==> config.mk <==
export PLATFORM = sky130hd
export DESIGN_NAME = imu_frame_offset_correction_core
export DESIGN_NICKNAME = d
export VERILOG_FILES = /design/src/design/imufoc_pkg.sv /design/src/design/imufoc_fifo.sv /design/src/design/imufoc_front.sv /design/src/design/imufoc_back.sv /design/src/design/imu_frame_offset_correction_core.sv
export SDC_FILE = /design/constraint.sdc
export NUM_CORES = 1
export LEC_CHECK = 0
export BUFFER_PORTS_ARGS = -buffer_cell sky130_fd_sc_hd__buf_4
export CAP_MARGIN = 20
export CORE_MARGIN = 2
export CORE_UTILIZATION = 35
export CTS_CLUSTER_SIZE = 40
export DETAILED_ROUTE_END_ITERATION = 12
export GPL_ROUTABILITY_DRIVEN = 0
export PLACE_DENSITY_LB_ADDON = 0.15
export SYNTH_ARGS = -nofsm -noshare
export SYNTH_HDL_FRONTEND = slang
export SYNTH_SLANG_ARGS = --single-unit
==> constraint.sdc <==
create_clock -name clk -period 7.3 [get_ports clk]
set_clock_uncertainty 0.05 [all_clocks]
set_input_delay 0.365 -clock clk [delete_from_list [all_inputs] [get_ports clk]]
set_output_delay 0.365 -clock clk [all_outputs]
set_load 0.1 [all_outputs]
==> src/design/imufoc_pkg.sv <==
package imufoc_pkg;

	// Frame lengths in bytes
	localparam logic [4:0] FULL_FRAME_BYTES  = 5'd20;
	localparam logic [4:0] SHORT_FRAME_BYTES = 5'd14;

	// Word slot of the temperature reading, consumed without a result
	localparam logic [3:0] WORD_TEMP = 4'd3;

	// Sensor kinds
	localparam logic [1:0] KIND_ACCEL = 2'd0;
	localparam logic [1:0] KIND_GYRO  = 2'd1;
	localparam logic [1:0] KIND_MAG   = 2'd2;

	// Axis codes
	localparam logic [1:0] AXIS_X = 2'd0;
	localparam logic [1:0] AXIS_Y = 2'd1;
	localparam logic [1:0] AXIS_Z = 2'd2;

	// Register indexes on the configuration port
	localparam logic [2:0] REG_FRAME_MODE    = 3'd0;
	localparam logic [2:0] REG_ACCEL_OFFSETS = 3'd1;
	localparam logic [2:0] REG_GYRO_OFFSETS  = 3'd2;
	localparam logic [2:0] REG_MAG_OFFSETS   = 3'd3;
	localparam logic [2:0] REG_MAG_GAINS     = 3'd4;

	localparam logic [47:0] MAG_GAINS_RESET = 48'h0010_0010_0010;

	// Queue between front and back
	localparam int Q_DEPTH = 4;
	localparam int Q_AW    = $clog2(Q_DEPTH);
	localparam int Q_CW    = $clog2(Q_DEPTH + 1);

	// One classified axis word
	typedef struct packed {
		logic [15:0] raw;
		logic [1:0]  kind;
		logic [1:0]  axis;
		logic        last;
	} item_t;

	// Correction coefficients
	typedef struct packed {
		logic [47:0] accel_off;
		logic [47:0] gyro_off;
		logic [47:0] mag_off;
		logic [47:0] mag_gain;
	} corr_cfg_t;

	// Pick one 16-bit lane of a packed triple
	function automatic logic [15:0] lane16(input logic [47:0] packed_v, input logic [1:0] ax);
		logic [15:0] r;
		case (ax)
			AXIS_X:  r = packed_v[15:0];
			AXIS_Y:  r = packed_v[31:16];
			default: r = packed_v[47:32];
		endcase
		return r;
	endfunction

endpackage

==> src/design/imufoc_fifo.sv <==
module imufoc_fifo (
	input  logic                clk,
	input  logic                arst_n,
	input  logic                wr_en,
	input  imufoc_pkg::item_t   wr_item,
	input  logic                rd_en,
	output imufoc_pkg::item_t   rd_item,
	output logic                q_full,
	output logic                q_empty
);
	import imufoc_pkg::*;

	item_t           entry_q [Q_DEPTH];
	logic [Q_AW-1:0] wr_ptr_q;
	logic [Q_AW-1:0] rd_ptr_q;
	logic [Q_CW-1:0] count_q;
	logic            do_wr;
	logic            do_rd;

	assign q_full  = (count_q == Q_CW'(Q_DEPTH));
	assign q_empty = (count_q == '0);
	assign do_wr   = wr_en && !q_full;
	assign do_rd   = rd_en && !q_empty;
	assign rd_item = entry_q[rd_ptr_q];

	// Store incoming request
	always_ff @(posedge clk) begin
		if (do_wr) begin
			entry_q[wr_ptr_q] <= wr_item;
		end
	end

	// Advance pointers and occupancy
	always_ff @(posedge clk or negedge arst_n) begin
		if (!arst_n) begin
			wr_ptr_q <= '0;
			rd_ptr_q <= '0;
			count_q  <= '0;
		end else begin
			if (do_wr) begin
				wr_ptr_q <= (wr_ptr_q == Q_AW'(Q_DEPTH - 1)) ? '0 : wr_ptr_q + 1'b1;
			end
			if (do_rd) begin
				rd_ptr_q <= (rd_ptr_q == Q_AW'(Q_DEPTH - 1)) ? '0 : rd_ptr_q + 1'b1;
			end
			case ({do_wr, do_rd})
				2'b10:   count_q <= count_q + 1'b1;
				2'b01:   count_q <= count_q - 1'b1;
				default: count_q <= count_q;
			endcase
		end
	end

endmodule

==> src/design/imufoc_front.sv <==
module imufoc_front (
	input  logic              clk,
	input  logic              arst_n,
	input  logic              accept,
	input  logic [7:0]        data_byte,
	input  logic              first_byte,
	input  logic              frame_mode,
	output logic              push,
	output imufoc_pkg::item_t item
);
	import imufoc_pkg::*;

	logic [4:0] pos_q;
	logic [7:0] hold_q;
	logic [4:0] frame_len;
	logic [4:0] idx;
	logic [4:0] nxt;
	logic [3:0] word;
	logic       active;
	logic       in_frame;

	assign frame_len = frame_mode ? SHORT_FRAME_BYTES : FULL_FRAME_BYTES;
	assign active    = first_byte || (pos_q != '0);
	assign idx       = first_byte ? 5'd0 : pos_q;
	assign in_frame  = (idx < frame_len);
	assign nxt       = idx + 5'd1;
	assign word      = idx[4:1];

	// Emit a request on the low byte of every axis word
	assign push     = accept && active && in_frame && idx[0] && (word != WORD_TEMP);

	// Classify word slot into sensor and axis
	always_comb begin
		item.raw  = {hold_q, data_byte};
		item.last = (nxt == frame_len);
		unique case (word) inside
			4'd0, 4'd1, 4'd2: begin
				item.kind = KIND_ACCEL;
				item.axis = word[1:0];
			end
			4'd4, 4'd5, 4'd6: begin
				item.kind = KIND_GYRO;
				item.axis = 2'(word - 4'd4);
			end
			4'd7, 4'd8, 4'd9: begin
				item.kind = KIND_MAG;
				item.axis = 2'(word - 4'd7);
			end
			default: begin
				item.kind = KIND_ACCEL;
				item.axis = AXIS_X;
			end
		endcase
	end

	// Track byte position and hold the high byte
	always_ff @(posedge clk or negedge arst_n) begin
		if (!arst_n) begin
			pos_q  <= '0;
			hold_q <= '0;
		end else if (accept && active) begin
			if (!in_frame) begin
				pos_q <= '0;
			end else begin
				pos_q <= (nxt >= frame_len) ? 5'd0 : nxt;
				if (!idx[0]) begin
					hold_q <= data_byte;
				end
			end
		end
	end

endmodule

==> src/design/imufoc_back.sv <==
module imufoc_back (
	input  logic                  clk,
	input  logic                  arst_n,
	input  imufoc_pkg::corr_cfg_t cfg,
	input  logic                  q_empty,
	input  imufoc_pkg::item_t     q_item,
	output logic                  q_pop,
	output logic                  s1_hold,
	input  logic                  pop,
	output logic                  empty,
	output logic [1:0]            sensor_kind,
	output logic [1:0]            axis,
	output logic signed [15:0]    value,
	output logic                  last_of_frame
);
	import imufoc_pkg::*;

	logic        v_s1;
	logic [15:0] val_s1;
	logic [15:0] gain_s1;
	logic        mag_s1;
	logic [1:0]  kind_s1;
	logic [1:0]  axis_s1;
	logic        last_s1;
	logic        v_s2;

	logic        adv_s2;
	logic        adv_s1;
	logic        is_mag;
	logic [15:0] raw_adj;
	logic [15:0] off;
	logic [31:0] prod;

	// Pipeline flow control
	assign adv_s2  = !v_s2 || pop;
	assign adv_s1  = v_s1 && adv_s2;
	assign q_pop   = !q_empty && (!v_s1 || adv_s2);
	assign s1_hold = v_s1 && !adv_s2;
	assign empty   = !v_s2;

	// Negate mag z, then subtract the offset
	assign is_mag  = (q_item.kind == KIND_MAG);
	assign raw_adj = (is_mag && q_item.axis == AXIS_Z) ? 16'(16'd0 - q_item.raw) : q_item.raw;

	always_comb begin
		case (q_item.kind)
			KIND_ACCEL: off = lane16(cfg.accel_off, q_item.axis);
			KIND_GYRO:  off = lane16(cfg.gyro_off, q_item.axis);
			default:    off = lane16(cfg.mag_off, q_item.axis);
		endcase
	end

	assign prod = val_s1 * gain_s1;

	// Stage 1: offset correction
	always_ff @(posedge clk) begin
		if (q_pop) begin
			val_s1  <= 16'(raw_adj - off);
			gain_s1 <= lane16(cfg.mag_gain, q_item.axis);
			mag_s1  <= is_mag;
			kind_s1 <= q_item.kind;
			axis_s1 <= q_item.axis;
			last_s1 <= q_item.last;
		end
	end

	// Stage 2: gain on mag axes, result register
	always_ff @(posedge clk) begin
		if (adv_s1) begin
			value         <= mag_s1 ? prod[15:0] : val_s1;
			sensor_kind   <= kind_s1;
			axis          <= axis_s1;
			last_of_frame <= last_s1;
		end
	end

	// Valid bits
	always_ff @(posedge clk or negedge arst_n) begin
		if (!arst_n) begin
			v_s1 <= 1'b0;
			v_s2 <= 1'b0;
		end else begin
			if (q_pop) begin
				v_s1 <= 1'b1;
			end else if (adv_s1) begin
				v_s1 <= 1'b0;
			end
			if (adv_s1) begin
				v_s2 <= 1'b1;
			end else if (pop) begin
				v_s2 <= 1'b0;
			end
		end
	end

endmodule

==> src/design/imu_frame_offset_correction_core.sv <==
// Sensor burst byte stream to corrected axis readings.
// Throughput: one byte per cycle while not full, set by the front byte tracker; results drain one per cycle.
// Path: the edge that accepts the low byte of a word writes it into the queue, then it passes the
// offset stage and the gain/result stage (16x16 multiply); a full result register stalls both.
// Reset: arst_n clears frame position, queue pointers and valid bits; config registers take reset values.
module imu_frame_offset_correction_core (
	input  logic               clk,
	input  logic               arst_n,
	input  logic               push,
	output logic               full,
	input  logic [7:0]         data_byte,
	input  logic               first_byte,
	output logic               empty,
	input  logic               pop,
	output logic [1:0]         sensor_kind,
	output logic [1:0]         axis,
	output logic signed [15:0] value,
	output logic               last_of_frame,
	input  logic               psel,
	input  logic               penable,
	input  logic               pwrite,
	input  logic [5:0]         paddr,
	input  logic [63:0]        pwdata,
	output logic [63:0]        prdata,
	output logic               pready
);
	import imufoc_pkg::*;

	logic      frame_mode_q;
	corr_cfg_t cfg_q;
	logic      cfg_wr;
	logic [2:0] reg_idx;

	logic  accept;
	logic  f_push;
	item_t f_item;
	item_t q_item;
	logic  q_full;
	logic  q_empty;
	logic  q_pop;
	logic  s1_hold;

	// Configuration port
	assign pready  = 1'b1;
	assign reg_idx = paddr[5:3];
	assign cfg_wr  = psel && penable && pwrite && pready;

	always_ff @(posedge clk or negedge arst_n) begin
		if (!arst_n) begin
			frame_mode_q   <= 1'b0;
			cfg_q.accel_off <= '0;
			cfg_q.gyro_off  <= '0;
			cfg_q.mag_off   <= '0;
			cfg_q.mag_gain  <= MAG_GAINS_RESET;
		end else if (cfg_wr) begin
			unique case (reg_idx)
				REG_FRAME_MODE:    frame_mode_q    <= pwdata[0];
				REG_ACCEL_OFFSETS: cfg_q.accel_off <= pwdata[47:0];
				REG_GYRO_OFFSETS:  cfg_q.gyro_off  <= pwdata[47:0];
				REG_MAG_OFFSETS:   cfg_q.mag_off   <= pwdata[47:0];
				REG_MAG_GAINS:     cfg_q.mag_gain  <= pwdata[47:0];
				default: ;
			endcase
		end
	end

	always_comb begin
		unique case (reg_idx)
			REG_FRAME_MODE:    prdata = {63'd0, frame_mode_q};
			REG_ACCEL_OFFSETS: prdata = {16'd0, cfg_q.accel_off};
			REG_GYRO_OFFSETS:  prdata = {16'd0, cfg_q.gyro_off};
			REG_MAG_OFFSETS:   prdata = {16'd0, cfg_q.mag_off};
			REG_MAG_GAINS:     prdata = {16'd0, cfg_q.mag_gain};
			default:           prdata = '0;
		endcase
	end

	// Input side looks full when the queue is full
	assign full   = q_full;
	assign accept = push && !full;

	imufoc_front u_front (
		.clk        (clk),
		.arst_n     (arst_n),
		.accept     (accept),
		.data_byte  (data_byte),
		.first_byte (first_byte),
		.frame_mode (frame_mode_q),
		.push       (f_push),
		.item       (f_item)
	);

	imufoc_fifo u_fifo (
		.clk     (clk),
		.arst_n  (arst_n),
		.wr_en   (f_push),
		.wr_item (f_item),
		.rd_en   (q_pop),
		.rd_item (q_item),
		.q_full  (q_full),
		.q_empty (q_empty)
	);

	imufoc_back u_back (
		.clk           (clk),
		.arst_n        (arst_n),
		.cfg           (cfg_q),
		.q_empty       (q_empty),
		.q_item        (q_item),
		.q_pop         (q_pop),
		.s1_hold       (s1_hold),
		.pop           (pop),
		.empty         (empty),
		.sensor_kind   (sensor_kind),
		.axis          (axis),
		.value         (value),
		.last_of_frame (last_of_frame)
	);

	// A classified request never meets a full queue
	a_push_room: assert property (@(posedge clk) disable iff (!arst_n)
		f_push |-> !q_full)
		else $error("front pushed into full queue");

	// Back end only draws from a non-empty queue
	a_pop_nonempty: assert property (@(posedge clk) disable iff (!arst_n)
		q_pop |-> !q_empty)
		else $error("back popped empty queue");

	// A stalled offset stage implies a held result: the output stays non-empty
	a_s1_hold: assert property (@(posedge clk) disable iff (!arst_n)
		s1_hold |=> !empty)
		else $error("offset stage dropped a request");

endmodule
Yosys cells after proc, flatten, opt, wreduce, memory -nomap -nowiden

Memory sizes are Yosys's and may differ from the RTL's.
Index checks and enable logic that the tools add are counted.

Add/subtract/negate cells: 9
Multipliers: 1
Div/mod/pow operators: 0
Order comparisons: 2
Eq/ne operators: 23
Shift-type cells: 0
Multiplexer cells: 22
Bitwise logic cells: 1
Reductions and logical operators: 37

Operators by type and width:

| kind                    | count |
|---|---|
| $pmux W48 S5            | 1 |
| $pmux W16 S2            | 5 |
| $mux W16                | 2 |
| $mux W5                 | 4 |
| $eq A4 B3 Y1 const B    | 4 |
| $mul A16 B16 Y16        | 1 |
| $sub A1 B16 Y16 const A | 1 |
| $sub A16 B16 Y16        | 1 |
| $logic_and A1 B1 Y1     | 12 |
| $pmux W4 S3             | 1 |
| $eq A2 B2 Y1 const B    | 5 |
| $reduce_and A2 Y1       | 5 |
| $reduce_or A3 Y1        | 3 |
| $eq A4 B4 Y1 const B    | 2 |
| $eq A2 B1 Y1 const B    | 3 |
| $eq A3 B2 Y1 const B    | 2 |
| $eq A3 B3 Y1 const B    | 2 |
| $logic_not A3 Y1        | 2 |
| $mux W1                 | 6 |
| $pmux W3 S2             | 1 |
| $reduce_bool A2 Y1      | 3 |
| $add A5 B1 Y5 const B   | 1 |
| $eq A5 B5 Y1            | 1 |
| $ge A5 B5 Y1            | 1 |
| other kinds (18)        | 26 |

Register bits after elaboration: 274
Latch bits: 0
RAM bits: 84
Memory bits (read-only): 0
Bits of input ports: 86
Logic and storage cells: 118
Memories kept: 1

Memory list:

| memory         | depth | width | rd ports | clocked after memory_dff | wr ports | RTL line          | RTL |
|---|---|---|---|---|---|---|---|
| u_fifo.entry_q | 4     | 21    | 1        | 0                        | 1        | imufoc_fifo.sv:13 | `item_t entry_q [Q_DEPTH];` |

Longest topological paths before layout

Gate-level depths: netlist of run 1.

Depth in word-level cells: 10
Mapped depth: 20

By module

A second synthesis of run 1 with hierarchy kept.

Cell total of the unflattened synthesis: 1747
Area, all modules: 21758.4 sq um

Modules (own cells, without submodules):

| module                           | times used | cells an instance | area an instance (sq um) | seq. area each (sq um) |
|---|---|---|---|---|
| imu_frame_offset_correction_core | 1          | 605               | 8628.3                   | 4833.4 |
| imufoc_back                      | 1          | 898               | 8580.7                   | 1821.7 |
| imufoc_fifo                      | 1          | 150               | 3514.6                   | 2697.6 |
| imufoc_front                     | 1          | 94                | 1034.7                   | 325.3 |

Least setup slack after synthesis of run 1

Ideal clock, no wire load.

Path type: register to register
From: register u_back.gain_s1[4]
To: register u_back.value[13], data pin
Setup time: 195 ps
Arrival time: 5175 ps
Data required time: 7055 ps
Path slack: 1880 ps
Stages on the path, launching flop included: 18
Period minus slack after synthesis: 5420 ps
Path through: edfxtp_1 > clkbuf_1 > and2_1 > fa_1 > inv_1 > fa_1 > fa_1 > fa_1 > inv_1 > fa_1 > inv_1 > fa_1 > inv_1 > ha_1 > a21o_1 > a31o_2 > a2111o_1 > o311ai_0

Longest elaborated chain between the ends: 2

RTL lines:

| element                | RTL line          | RTL |
|---|---|---|
| from (decl)            | imufoc_back.sv:20 | `logic [15:0] gain_s1;` |
| from (signal assigned) | imufoc_back.sv:59 | `gain_s1 <= lane16(cfg.mag_gain, q_item.axis);` |
| $mul A16 B16 Y16       | imufoc_back.sv:53 | `assign prod = val_s1 * gain_s1;` |
| $mux W16               | imufoc_back.sv:70 | `value <= mag_s1 ? prod[15:0] : val_s1;` |
| to (signal assigned)   | imufoc_back.sv:70 |  |
| to (decl)              | imufoc_back.sv:13 | `output logic signed [15:0] value,` |

Every way passes these cells.
A chain may end at the register's enable or synchronous reset.

Final worst setup path of run 1

From: register u_back.gain_s1[1]
To: register u_back.value[15], data pin

The elaborated chain is that of the path after synthesis.

==> impl_metrics.py, run 1 <==
metrics = {
    "timing": {
        "setup_violations": 0,
        "max_freq_mhz": 171,
        "setup_tns_ns": 0,
        "slew_headroom_pct": 33.4,
        "finalMaxSlewViolations": 0,
        "tightest_slew_ns": 1.00,
        "rsz0062_at_grt": "false",
        "period_minus_slack_ns": 5.83,
        "finalCritPeriodShare_pct": 79.9,
        "final-hold-violation-count": 0,
    },
    "synthesis": {
        "synth_fa_ha_area_share_pct": 12.5,
        "synth.avg_cell_area_um2": 11.7,
        "synthDominantCellAreaShare_pct": 25.0,
        "synth_xor_area_share_pct": 2.97,
        "synth_flop_cell": "dfrtp_1",
        "synth_compound_area_share_pct": 8.85,
        "ys_ff_latch": 358,
        "muxShareOfSynthArea_pct": 16.9,
        "ys_warn_count": 0,
        "synth_top_area_cell": "dfrtp_1",
        "synth_top_family_by_area": "multiplexers",
        "synth_area_um2": 21200,
        "ys_async_sr_fraction_pct": 60.1,
        "synth-edff-count": 143,
        "synth-seq-area-share_pct": 45.6,
        "synthCells": 1810,
        "yosys-top-cells-area": "dfrtp_1 25%, edfxtp_1 20%, mux2_2 11%",
        "synth.distinct_cells": 67,
        "yosys.area_share.simple_pct": 8.08,
    },
    "clocking": {
        "cts_max_path_buffers": 3,
        "cts_made_buffers": 43,
        "cts_max_level": 2,
        "cts_tree": "built",
        "clkTransAtPathRegs_ns": 0.06,
        "clock_sinks": 358,
        "clock_latency_ns": 0.59,
        "post_cts_buffers": 0,
        "cts-root-buf": "clkbuf_16",
    },
    "detailed_routing": {
        "drt-total-wl_um": 57100,
        "vias_per_cell": 5.10,
        "antenna_left": 0,
        "vias": 14200,
        "first_iter_violations": 824,
        "drc": 0,
        "drt-wirelength-per-cell_um": 20.5,
        "drt_first_pass_iters": 5,
    },
    "hold_path": {
        "hold_depth": 2,
        "worstHoldPathType": "in -> reg",
        "hp-start": "pwdata[43]",
        "hold_end": "cfg_q[43]",
    },
    "setup_path": {
        "reg2reg_slack_ns": 1.47,
        "cpMaxStageDelayCell": "edfxtp_1",
        "slowest_delay_ns": 0.64,
        "critPathMostFrequentCell": "fa_1",
        "cp_data_required_time_ns": 7.61,
        "cp.buffers_inverters": 3,
        "worst-path-max-fanout": 15,
        "path_delay_family": "adder cells",
        "crit_path_end_kind": "flop",
        "worstReg2RegStart": "u_back.gain_s1[1]",
        "timing.rr.end": "u_back.value[15]",
        "arrival_ns": 6.14,
        "worstPathCellList": "and2_1 > fa_1 > inv_1 > fa_1 > inv_1 > fa_1 > fa_1 > inv_1 > fa_1 > fa_1 > xor2_1 > xnor2_1 > xnor2_1 > xnor2_1 > xnor3_1 > and3_1 > o31ai_1",
        "worstSetupStartpointType": "flop",
        "crit_type": "reg -> reg",
        "r2r_cells": 17,
    },
    "placement": {
        "dp_cells": 2651,
        "placed_cell_area_um2": 23000,
        "dp_hpwl_um": 38700,
        "io_buffer_count": 137,
    },
    "final_layout": {
        "n_fill_cell": 5734,
        "drive_gt1_share_pct": 23.8,
        "seq_area_um2": 9680,
        "areaGrowthSynthToFinish_pct": 17.4,
        "num_antenna_cells": 0,
        "mostFrequentLayoutCell": "mux2_2",
        "layoutNonFillerInstCount": 2782,
        "postLayoutCellArea_um2": 24900,
        "nNetsFinal": 2215,
        "final_cell_mix": "215 x mux2_2, 212 x dfrtp_1, 192 x nand2_1",
        "multi_input_area_um2": 10600,
    },
    "floorplan": {
        "die_x_um": 250,
        "pin_count": 174,
        "fp.dieH_um": 250,
        "core_area_um2": 60100,
        "initial_core_util_pct": 35.3,
        "dieArea_um2": 62700,
        "rows": 90,
    },
    "grt": {
        "grt_pass1_vias": 14800,
        "grt_pass1_wl_um": 89300,
        "track_usage_pct": 18.5,
        "grt_max_degree": 173,
        "overflow": 0,
        "antenna_found_initial": 3,
    },
    "outcome": {
        "outcome": "finished clean",
    },
    "run": {
        "cap_violations": 0,
    },
}
==> cell type report <==
| class | count | area share [%] |
|---|---|---|
| Timing Repair Buffer | 210 | 6.97 |
| Tap cell | 782 | 3.92 |
| Sequential cell | 358 | 38.8 |
| Clock inverter | 17 | 0.687 |
| Clock buffer | 62 | 4.92 |
| Inverter | 144 | 2.17 |
| Multi-Input combinational cell | 1209 | 42.5 |
==> registers in the layout, summed over array words and instances (netlist names), 2 cells and up <==
name / flops
u_back.axis: 2
u_back.gain_s1: 16
u_front.hold_q: 8
cfg_q: 192
u_fifo.wr_ptr_q: 2
u_back.val_s1: 16
u_fifo.count_q: 3
u_back.value: 16
u_fifo.rd_ptr_q: 2
u_back.sensor_kind: 2
u_back.kind_s1: 2
u_fifo.entry_q: 84
u_back.axis_s1: 2
u_front.pos_q: 5
==> layer usage <==
metal | GRT usage [%] | share of wire [%] | vias up
met1 | 26.5 | 47 | 7227
li1 | - | - | 6622
met3 | 2.61 | 3.9 | 63
met4 | 4.04 | 1.8 | 2
met5 | 0 | 0.023 | -
met2 | 30.0 | 47 | 286
==> stage by stage <==
step,setup slack [ns],hold WS [ns],utilization (%)
after floorplan,1.88,0.0194,-
after global placement,1.43,0.250,38.3
after detailed placement,1.39,0.251,38.3
after CTS,1.41,0.000338,41.5
after global routing,1.14,0.00205,41.5
final,1.47,0.0275,41.5
==> synth_stat cells (65+ instances only) <==
cell type / n
clkbuf_1: 65
and2_1: 73
o21ai_0: 80
mux2_2: 215
inv_1: 144
edfxtp_1: 143
nand2_1: 192
mux2i_1: 70
ha_1: 81
dfrtp_1: 212
a22oi_1: 94
fa_1: 82
==> what timing repair did <==
action / in CTS / in global routing
gates resized for setup: 0 / 0
hold buffers: 52 / 0
hold endpoints to repair: 236 / 0
==> worst max path at each step <==
stage | start | endpoint | slack (ns) | depth (start not counted)
floorplan | u_back.gain_s1[4] | u_back.value[13] | 1.88 | 17
global placement | u_back.val_s1[2] | u_back.value[12] | 1.43 | 16
detailed placement | u_back.val_s1[2] | u_back.value[12] | 1.39 | 16
CTS | u_back.val_s1[2] | u_back.value[12] | 1.41 | 16
global route | u_back.val_s1[2] | u_back.value[14] | 1.14 | 16
finish | u_back.gain_s1[1] | u_back.value[15] | 1.47 | 17
==> cells by family after synthesis <==
| logic type | count (synthesis) |
|---|---|
| fa+ha+maj | 163 |
| xor+xnor | 69 |
| buf+inv | 258 |
| simple gates | 372 |
| compound gates | 283 |
| flops | 358 |
| other cells | 2 |
| mux | 305 |
Power of run 1 is not shown: default switching activity piles up to over one toggle a cycle in this logic, so the estimate is an artifact.
==> run 2: changes to the inputs <==
--- a/config.mk
+++ b/config.mk
@@ -5,6 +5,7 @@
 export SDC_FILE = /design/constraint.sdc
 export NUM_CORES = 1
 export LEC_CHECK = 0
+export ABC_AREA = 1
 export BUFFER_PORTS_ARGS = -buffer_cell sky130_fd_sc_hd__buf_4
 export CAP_MARGIN = 20
 export CORE_MARGIN = 2
==> constraint.sdc (replaced) <==
create_clock -name clk -period 5 [get_ports clk]
set_clock_uncertainty 0.05 [all_clocks]
set_input_delay 0.25 -clock clk [delete_from_list [all_inputs] [get_ports clk]]
set_output_delay 0.25 -clock clk [all_outputs]
set_load 0.1 [all_outputs]
==> run 2 against run 1 <==
Via count is 26% higher. Sequential share of layout area down 1.7 points. Maximum frequency rose by 12%. The run now ends with negative setup slack left. Non-clock buffer count up 106. Synthesized cell count grew 39%. Wire length is 17% higher. Synthesized area increased by 0.84%.
==> impl_metrics.py, run 2 <==
metrics = {
    "final_layout": {
        "largestRegisters": "cfg_q x192, u_fifo.entry_q x84",
        "mostFrequentLayoutCell": "nand2_1",
        "top_register": "cfg_q",
        "postLayoutCellArea_um2": 26100,
        "drive_gt1_share_pct": 15.1,
        "nNetsFinal": 3000,
        "largest_reg_flops": 192,
        "num_antenna_cells": 0,
        "areaGrowthSynthToFinish_pct": 21.8,
        "layoutNonFillerInstCount": 3568,
        "final_cell_mix": "808 x nand2_1, 342 x inv_1, 241 x buf_4",
    },
    "floorplan": {
        "rows": 90,
        "initial_core_util_pct": 35.4,
        "dieArea_um2": 63200,
        "die_x_um": 251,
        "fp.dieH_um": 251,
        "pin_count": 174,
        "core_area_um2": 60500,
    },
    "synthesis": {
        "synth-seq-area-share_pct": 45.2,
        "synth-edff-count": 143,
        "ys_warn_count": 0,
        "synthTopCellsByCount": "819 x nand2_1, 355 x inv_1, 242 x o21ai_0",
        "synth.most_common_cell": "nand2_1",
        "synth_flop_cell": "dfrtp_1",
        "synth.avg_cell_area_um2": 8.52,
        "yosys-top-cells-area": "dfrtp_1 25%, edfxtp_1 20%, nand2_1 14%",
        "ys_ff_latch": 358,
        "synth_area_um2": 21400,
        "synthDominantCellAreaShare_pct": 24.8,
        "ys_async_sr_fraction_pct": 60.1,
        "synthCells": 2515,
        "synth.distinct_cells": 51,
        "synth_top_area_cell": "dfrtp_1",
    },
    "clocking": {
        "clock_latency_ns": 0.59,
        "cts_made_buffers": 43,
        "clkTransAtPathRegs_ns": 0.06,
        "cts_tree": "built",
        "cts_max_level": 2,
        "cts-root-buf": "clkbuf_16",
        "cts_max_path_buffers": 3,
        "clock_sinks": 358,
    },
    "timing": {
        "fin_hold_ws_ns": 0.0402,
        "setup_violations": 5,
        "slew_headroom_pct": 23.9,
        "period_minus_slack_ns": 5.21,
        "max_freq_mhz": 192,
        "rsz0062_at_grt": "true",
        "finalMaxSlewViolations": 0,
        "finalCritPeriodShare_pct": 104,
        "setup_slack_ns": -0.213,
        "tightest_slew_ns": 1.14,
        "final-hold-violation-count": 0,
    },
    "grt": {
        "grt_max_degree": 118,
        "antenna_found_initial": 1,
        "overflow": 0,
        "grt_pass1_vias": 17800,
        "track_usage_pct": 21.2,
        "grt_pass1_wl_um": 103000,
    },
    "detailed_routing": {
        "drt-wirelength-per-cell_um": 18.7,
        "vias": 17900,
        "drt-total-wl_um": 66800,
        "antenna_left": 0,
        "first_iter_violations": 1339,
        "drt_first_pass_iters": 5,
        "drc": 0,
        "vias_per_cell": 5.02,
    },
    "run": {
        "cap_violations": 0,
    },
    "setup_path": {
        "worst-path-max-fanout": 7,
        "startpoint": "u_back.gain_s1[4]",
        "worstReg2RegStart": "u_back.gain_s1[4]",
        "arrival_ns": 5.49,
        "crit_type": "reg -> reg",
        "crit_path_end_kind": "flop",
        "worstSetupStartpointType": "flop",
        "cp_data_required_time_ns": 5.28,
    },
    "placement": {
        "io_buffer_count": 137,
        "placed_cell_area_um2": 23700,
        "dp_cells": 3413,
        "dp_hpwl_um": 46200,
        "dp_slack_ns": -0.345,
    },
    "outcome": {
        "outcome": "finished with violations",
        "violations": "negative setup slack",
    },
    "hold_path": {
        "hp-start": "paddr[3]",
        "worstHoldPathType": "in -> reg",
    },
}
==> run 2: cell count changes in the layout (fill, tap and decap cells not counted), sizes merged, moves of 19 or more <==
cell     before  now
nand2       194  829
mux2i        70    0
and2         73    0
a22oi        94    1
mux2        216    8
o22ai         1   22
inv         144  361
buf         158  254
o2111ai       2   32
xnor2        48   18
nand3         6  118
mux4         19    0
o21ai        81  246
nand4         0   22
==> run 2: worst max-delay path, cell delays in order, from the launching register on <==
cell	delay, ns
edfxtp_1	0.51
nand2_1	0.12
inv_2	0.04
fa_1	0.54
inv_2	0.04
fa_1	0.47
inv_1	0.05
fa_1	0.50
fa_1	0.44
fa_1	0.51
inv_2	0.04
fa_1	0.54
inv_2	0.05
ha_4	0.26
nand2_1	0.07
nor2_2	0.12
nand3_1	0.08
nand4_1	0.09
xor2_1	0.20
nand3_1	0.10
nand3_1	0.08
nand2_1	0.06
==> run 2: metrics by stage <==
step	setup TNS [ns]	util (%)
after floorplan	-0.128	-
after global placement	-1.32	39.2
after detailed placement	-1.63	39.2
after CTS	-0.529	43.0
after global routing	-1.70	43.2
final	-0.557	43.2
==> run 2: final timing paths <==
kind                                          to  slack, ns  depth (start not counted)
min in group asynchronous               cfg_q[3]       0.30                          2
setup reg to reg                u_back.value[15]      -0.21                         21
setup / recovery                u_back.value[15]      -0.21                         21
max in group asynchronous      u_front.hold_q[1]       3.35                          3
hold / removal                      frame_mode_q       0.04                          5
hold reg to reg            u_back.sensor_kind[1]       0.37                          0
==> run 2: metal layers <==
metal  vias up  share of wire, %  wire length, um  global-route usage [%]
li1       8564                 -                -                       -
met1      8745                44            29500                    28.1
met2       505                47            31200                    34.8
met3        90               5.9             3950                    4.27
met4         0               3.2             2110                    7.04
met5         -                 0                0                       0
==> run 2: logic make-up (layout without fill, tap and decap cells) <==
kind of cell    Yosys count  count (layout)  share of synthesized area, %
flops                   358             358                          45.2
xor+xnor                 45              45                          1.84
buf+inv                 500             756                          9.51
other cells               2              17                        0.0351
mux                       8               8                         0.421
fa+ha+maj               163             163                          12.4
simple gates           1036            1036                          19.5
compound gates          403             403                          11.1
==> run 2: area by class of cell <==
cell class | instances | area, um2
fillers | 5934 | 34400
multi-input cells | 1672 | 10100
flip-flops and latches | 358 | 9680
repair buffers | 316 | 2570
inverters | 360 | 1360
clock buffers | 58 | 1190
well taps | 782 | 978
clock inverters | 22 | 241
==> run 2: repair_timing <==
item / 4_1_cts / 5_1_grt
endpoints found under the setup margin: 7 / 8
pin swaps: 19 / 20
setup buffers: 9 / 4
endpoints found under the hold margin: 348 / 0
hold buffers: 62 / 0
resized for setup: 42 / 29
gates cloned: 0 / 0
Power of run 2 is left out for the same reason.
==> run 3: changes to the inputs <==
--- a/config.mk
+++ b/config.mk
@@ -6,6 +6,7 @@
 export NUM_CORES = 1
 export LEC_CHECK = 0
 export ABC_AREA = 1
+export ABC_CLOCK_PERIOD_IN_PS = 5000
 export BUFFER_PORTS_ARGS = -buffer_cell sky130_fd_sc_hd__buf_4
 export CAP_MARGIN = 20
 export CORE_MARGIN = 2
@@ -14,6 +15,7 @@
 export DETAILED_ROUTE_END_ITERATION = 12
 export GPL_ROUTABILITY_DRIVEN = 0
 export PLACE_DENSITY_LB_ADDON = 0.15
+export RECOVER_POWER = 50
 export SYNTH_ARGS = -nofsm -noshare
 export SYNTH_HDL_FRONTEND = slang
 export SYNTH_SLANG_ARGS = --single-unit
==> run 3 against run 2 <==
The run ends with max-capacitance violations, max-slew violations, negative setup slack left. Maximum frequency hardly changed. Worst hold slack worse by 0.0035 ns. Global-route usage stayed put. Final area is 0.58% lower. Final cell count stayed put. Critical path type unchanged. Critical endpoint unchanged. Largest cell class unchanged.
==> impl_metrics.py, run 3 (same netlist as run 2, synthesis figures left out) <==
metrics = {
    "setup_path": {
        "cpMaxStageDelayCell": "fa_1",
        "critPathMostFrequentCell": "fa_1",
        "arrival_ns": 5.50,
        "cp_data_required_time_ns": 5.28,
        "worst-path-max-fanout": 7,
        "slowest_delay_ns": 0.53,
        "worstSetupStartpointType": "flop",
        "worstPathCellList": "nand2_1 > inv_2 > fa_1 > inv_1 > fa_1 > fa_2 > fa_1 > inv_1 > fa_1 > inv_1 > fa_1 > inv_2 > ha_4 > nand2_1 > nor2_2 > nand3_1 > nand4_1 > xor2_1 > nand3_1 > nand3_1 > nand2_1",
        "crit_type": "reg -> reg",
        "crit_path_end_kind": "flop",
    },
    "timing": {
        "slew_headroom_pct": -115,
        "max_freq_mhz": 192,
        "final-hold-violation-count": 0,
        "setup_tns_ns": -0.815,
        "setup_slack_ns": -0.218,
        "rsz0062_at_grt": "true",
        "tightest_slew_ns": 3.23,
        "finalMaxSlewViolations": 232,
        "finalCritPeriodShare_pct": 104,
        "period_minus_slack_ns": 5.22,
        "setup_violations": 7,
    },
    "placement": {
        "dp_hpwl_um": 46200,
        "dp_cells": 3413,
        "placed_cell_area_um2": 23700,
        "io_buffer_count": 137,
    },
    "detailed_routing": {
        "drt_first_pass_iters": 5,
        "antenna_left": 0,
        "drt-total-wl_um": 66700,
        "vias_per_cell": 5.03,
        "first_iter_violations": 1274,
        "drc": 0,
        "drt-wirelength-per-cell_um": 18.7,
        "vias": 17900,
    },
    "outcome": {
        "violations": "max-capacitance violations, max-slew violations, negative setup slack",
        "outcome": "finished with violations",
    },
    "final_layout": {
        "areaGrowthSynthToFinish_pct": 21.1,
        "multi_input_area_um2": 10100,
        "post-route-util_pct": 42.9,
        "drive_gt1_share_pct": 13.8,
        "n_fill_cell": 5972,
        "postLayoutCellArea_um2": 25900,
        "nNetsFinal": 3000,
        "final_cell_mix": "809 x nand2_1, 342 x inv_1, 234 x o21ai_0",
        "num_antenna_cells": 0,
        "largestRegisters": "cfg_q x192, u_fifo.entry_q x84",
        "largest_reg_flops": 192,
        "layoutNonFillerInstCount": 3568,
        "mostFrequentLayoutCell": "nand2_1",
        "seq_area_um2": 9680,
        "top_register": "cfg_q",
    },
    "floorplan": {
        "core_area_um2": 60500,
        "fp.dieH_um": 251,
        "pin_count": 174,
        "die_x_um": 251,
        "dieArea_um2": 63200,
        "initial_core_util_pct": 35.4,
        "rows": 90,
    },
    "clocking": {
        "cts_max_level": 2,
        "clock_latency_ns": 0.59,
        "cts_max_path_buffers": 3,
        "cts-root-buf": "clkbuf_16",
        "cts_made_buffers": 43,
        "cts_tree": "built",
        "clkTransAtPathRegs_ns": 0.06,
        "clock_sinks": 358,
    },
    "grt": {
        "track_usage_pct": 21.2,
        "antenna_found_initial": 1,
        "overflow": 0,
        "grt_pass1_vias": 17800,
        "grt_max_degree": 118,
        "grt_pass1_wl_um": 103000,
    },
    "run": {
        "cap_violations": 4,
    },
    "hold_path": {
        "worstHoldPathType": "in -> reg",
    },
}
[run 3: cell count changes in the layout (fill, tap and decap cells not counted)]
cell	change
buf_8	-1
buf_4	-38
clkinv_1	+1
clkbuf_1	+35
clkbuf_2	+4
inv_2	-1
nand2_1	+1
nand2_2	-1
[run 3: worst paths after layout]
path	start	to	slack (ns)	depth (start not counted)
max	u_back.val_s1[7]	u_back.value[15]	-0.22	21
min	paddr[3]	frame_mode_q	0.04	5
max reg2reg	u_back.val_s1[7]	u_back.value[15]	-0.22	21
min reg2reg	u_back.kind_s1[1]	u_back.sensor_kind[1]	0.37	0
max in group asynchronous	arst_n	u_front.hold_q[1]	1.19	3
min in group asynchronous	arst_n	cfg_q[147]	1.09	2
[run 3: timing repair]
item | 4_1_cts | 5_1_grt
setup endpoints to repair | 7 | 8
hold endpoints to repair | 348 | 0
gates resized for setup | 42 | 29
pin swaps | 19 | 20
setup buffers | 9 | 4
hold buffers | 62 | 0
[run 3: layout make-up]
class	instances	area share, %
tap	782	3.77
inverter	360	5.23
sequential	358	37.3
clock buffer	58	4.60
timing repair buffer	316	9.35
clock inverter	22	0.931
multi-input combinational	1672	38.8
[run 3: metal layers]
layer	vias to the layer above	wire (um)	share of wire, %	GRT usage (%)
li1	8565	-	-	-
met1	8749	29400	44	28.1
met2	525	31000	46	34.8
met3	99	4090	6.1	4.27
met4	0	2200	3.3	7.04
met5	-	0	0	0
[run 3: metrics by stage]
stage | setup slack (ns) | hold WS, ns
6_report | -0.218 | 0.0367
5_1_grt | -0.449 | 0.0796
4_1_cts | -0.245 | 0.0213
3_5_place_dp | -0.345 | 0.355
3_3_place_gp | -0.343 | 0.354
2_1_floorplan | -0.0548 | -0.0956
[run 3: critical path, delay by kind of cell (launching register included)]
kind                       cells  cell delay (ns)
DFF                            1             0.51
buffers and inverters          5             0.23
and+or+nand+nor                8             0.74
adders and majority gates      7             3.23
xor gates and xnor gates       1             0.20
Power of run 3 is left out for the same reason.
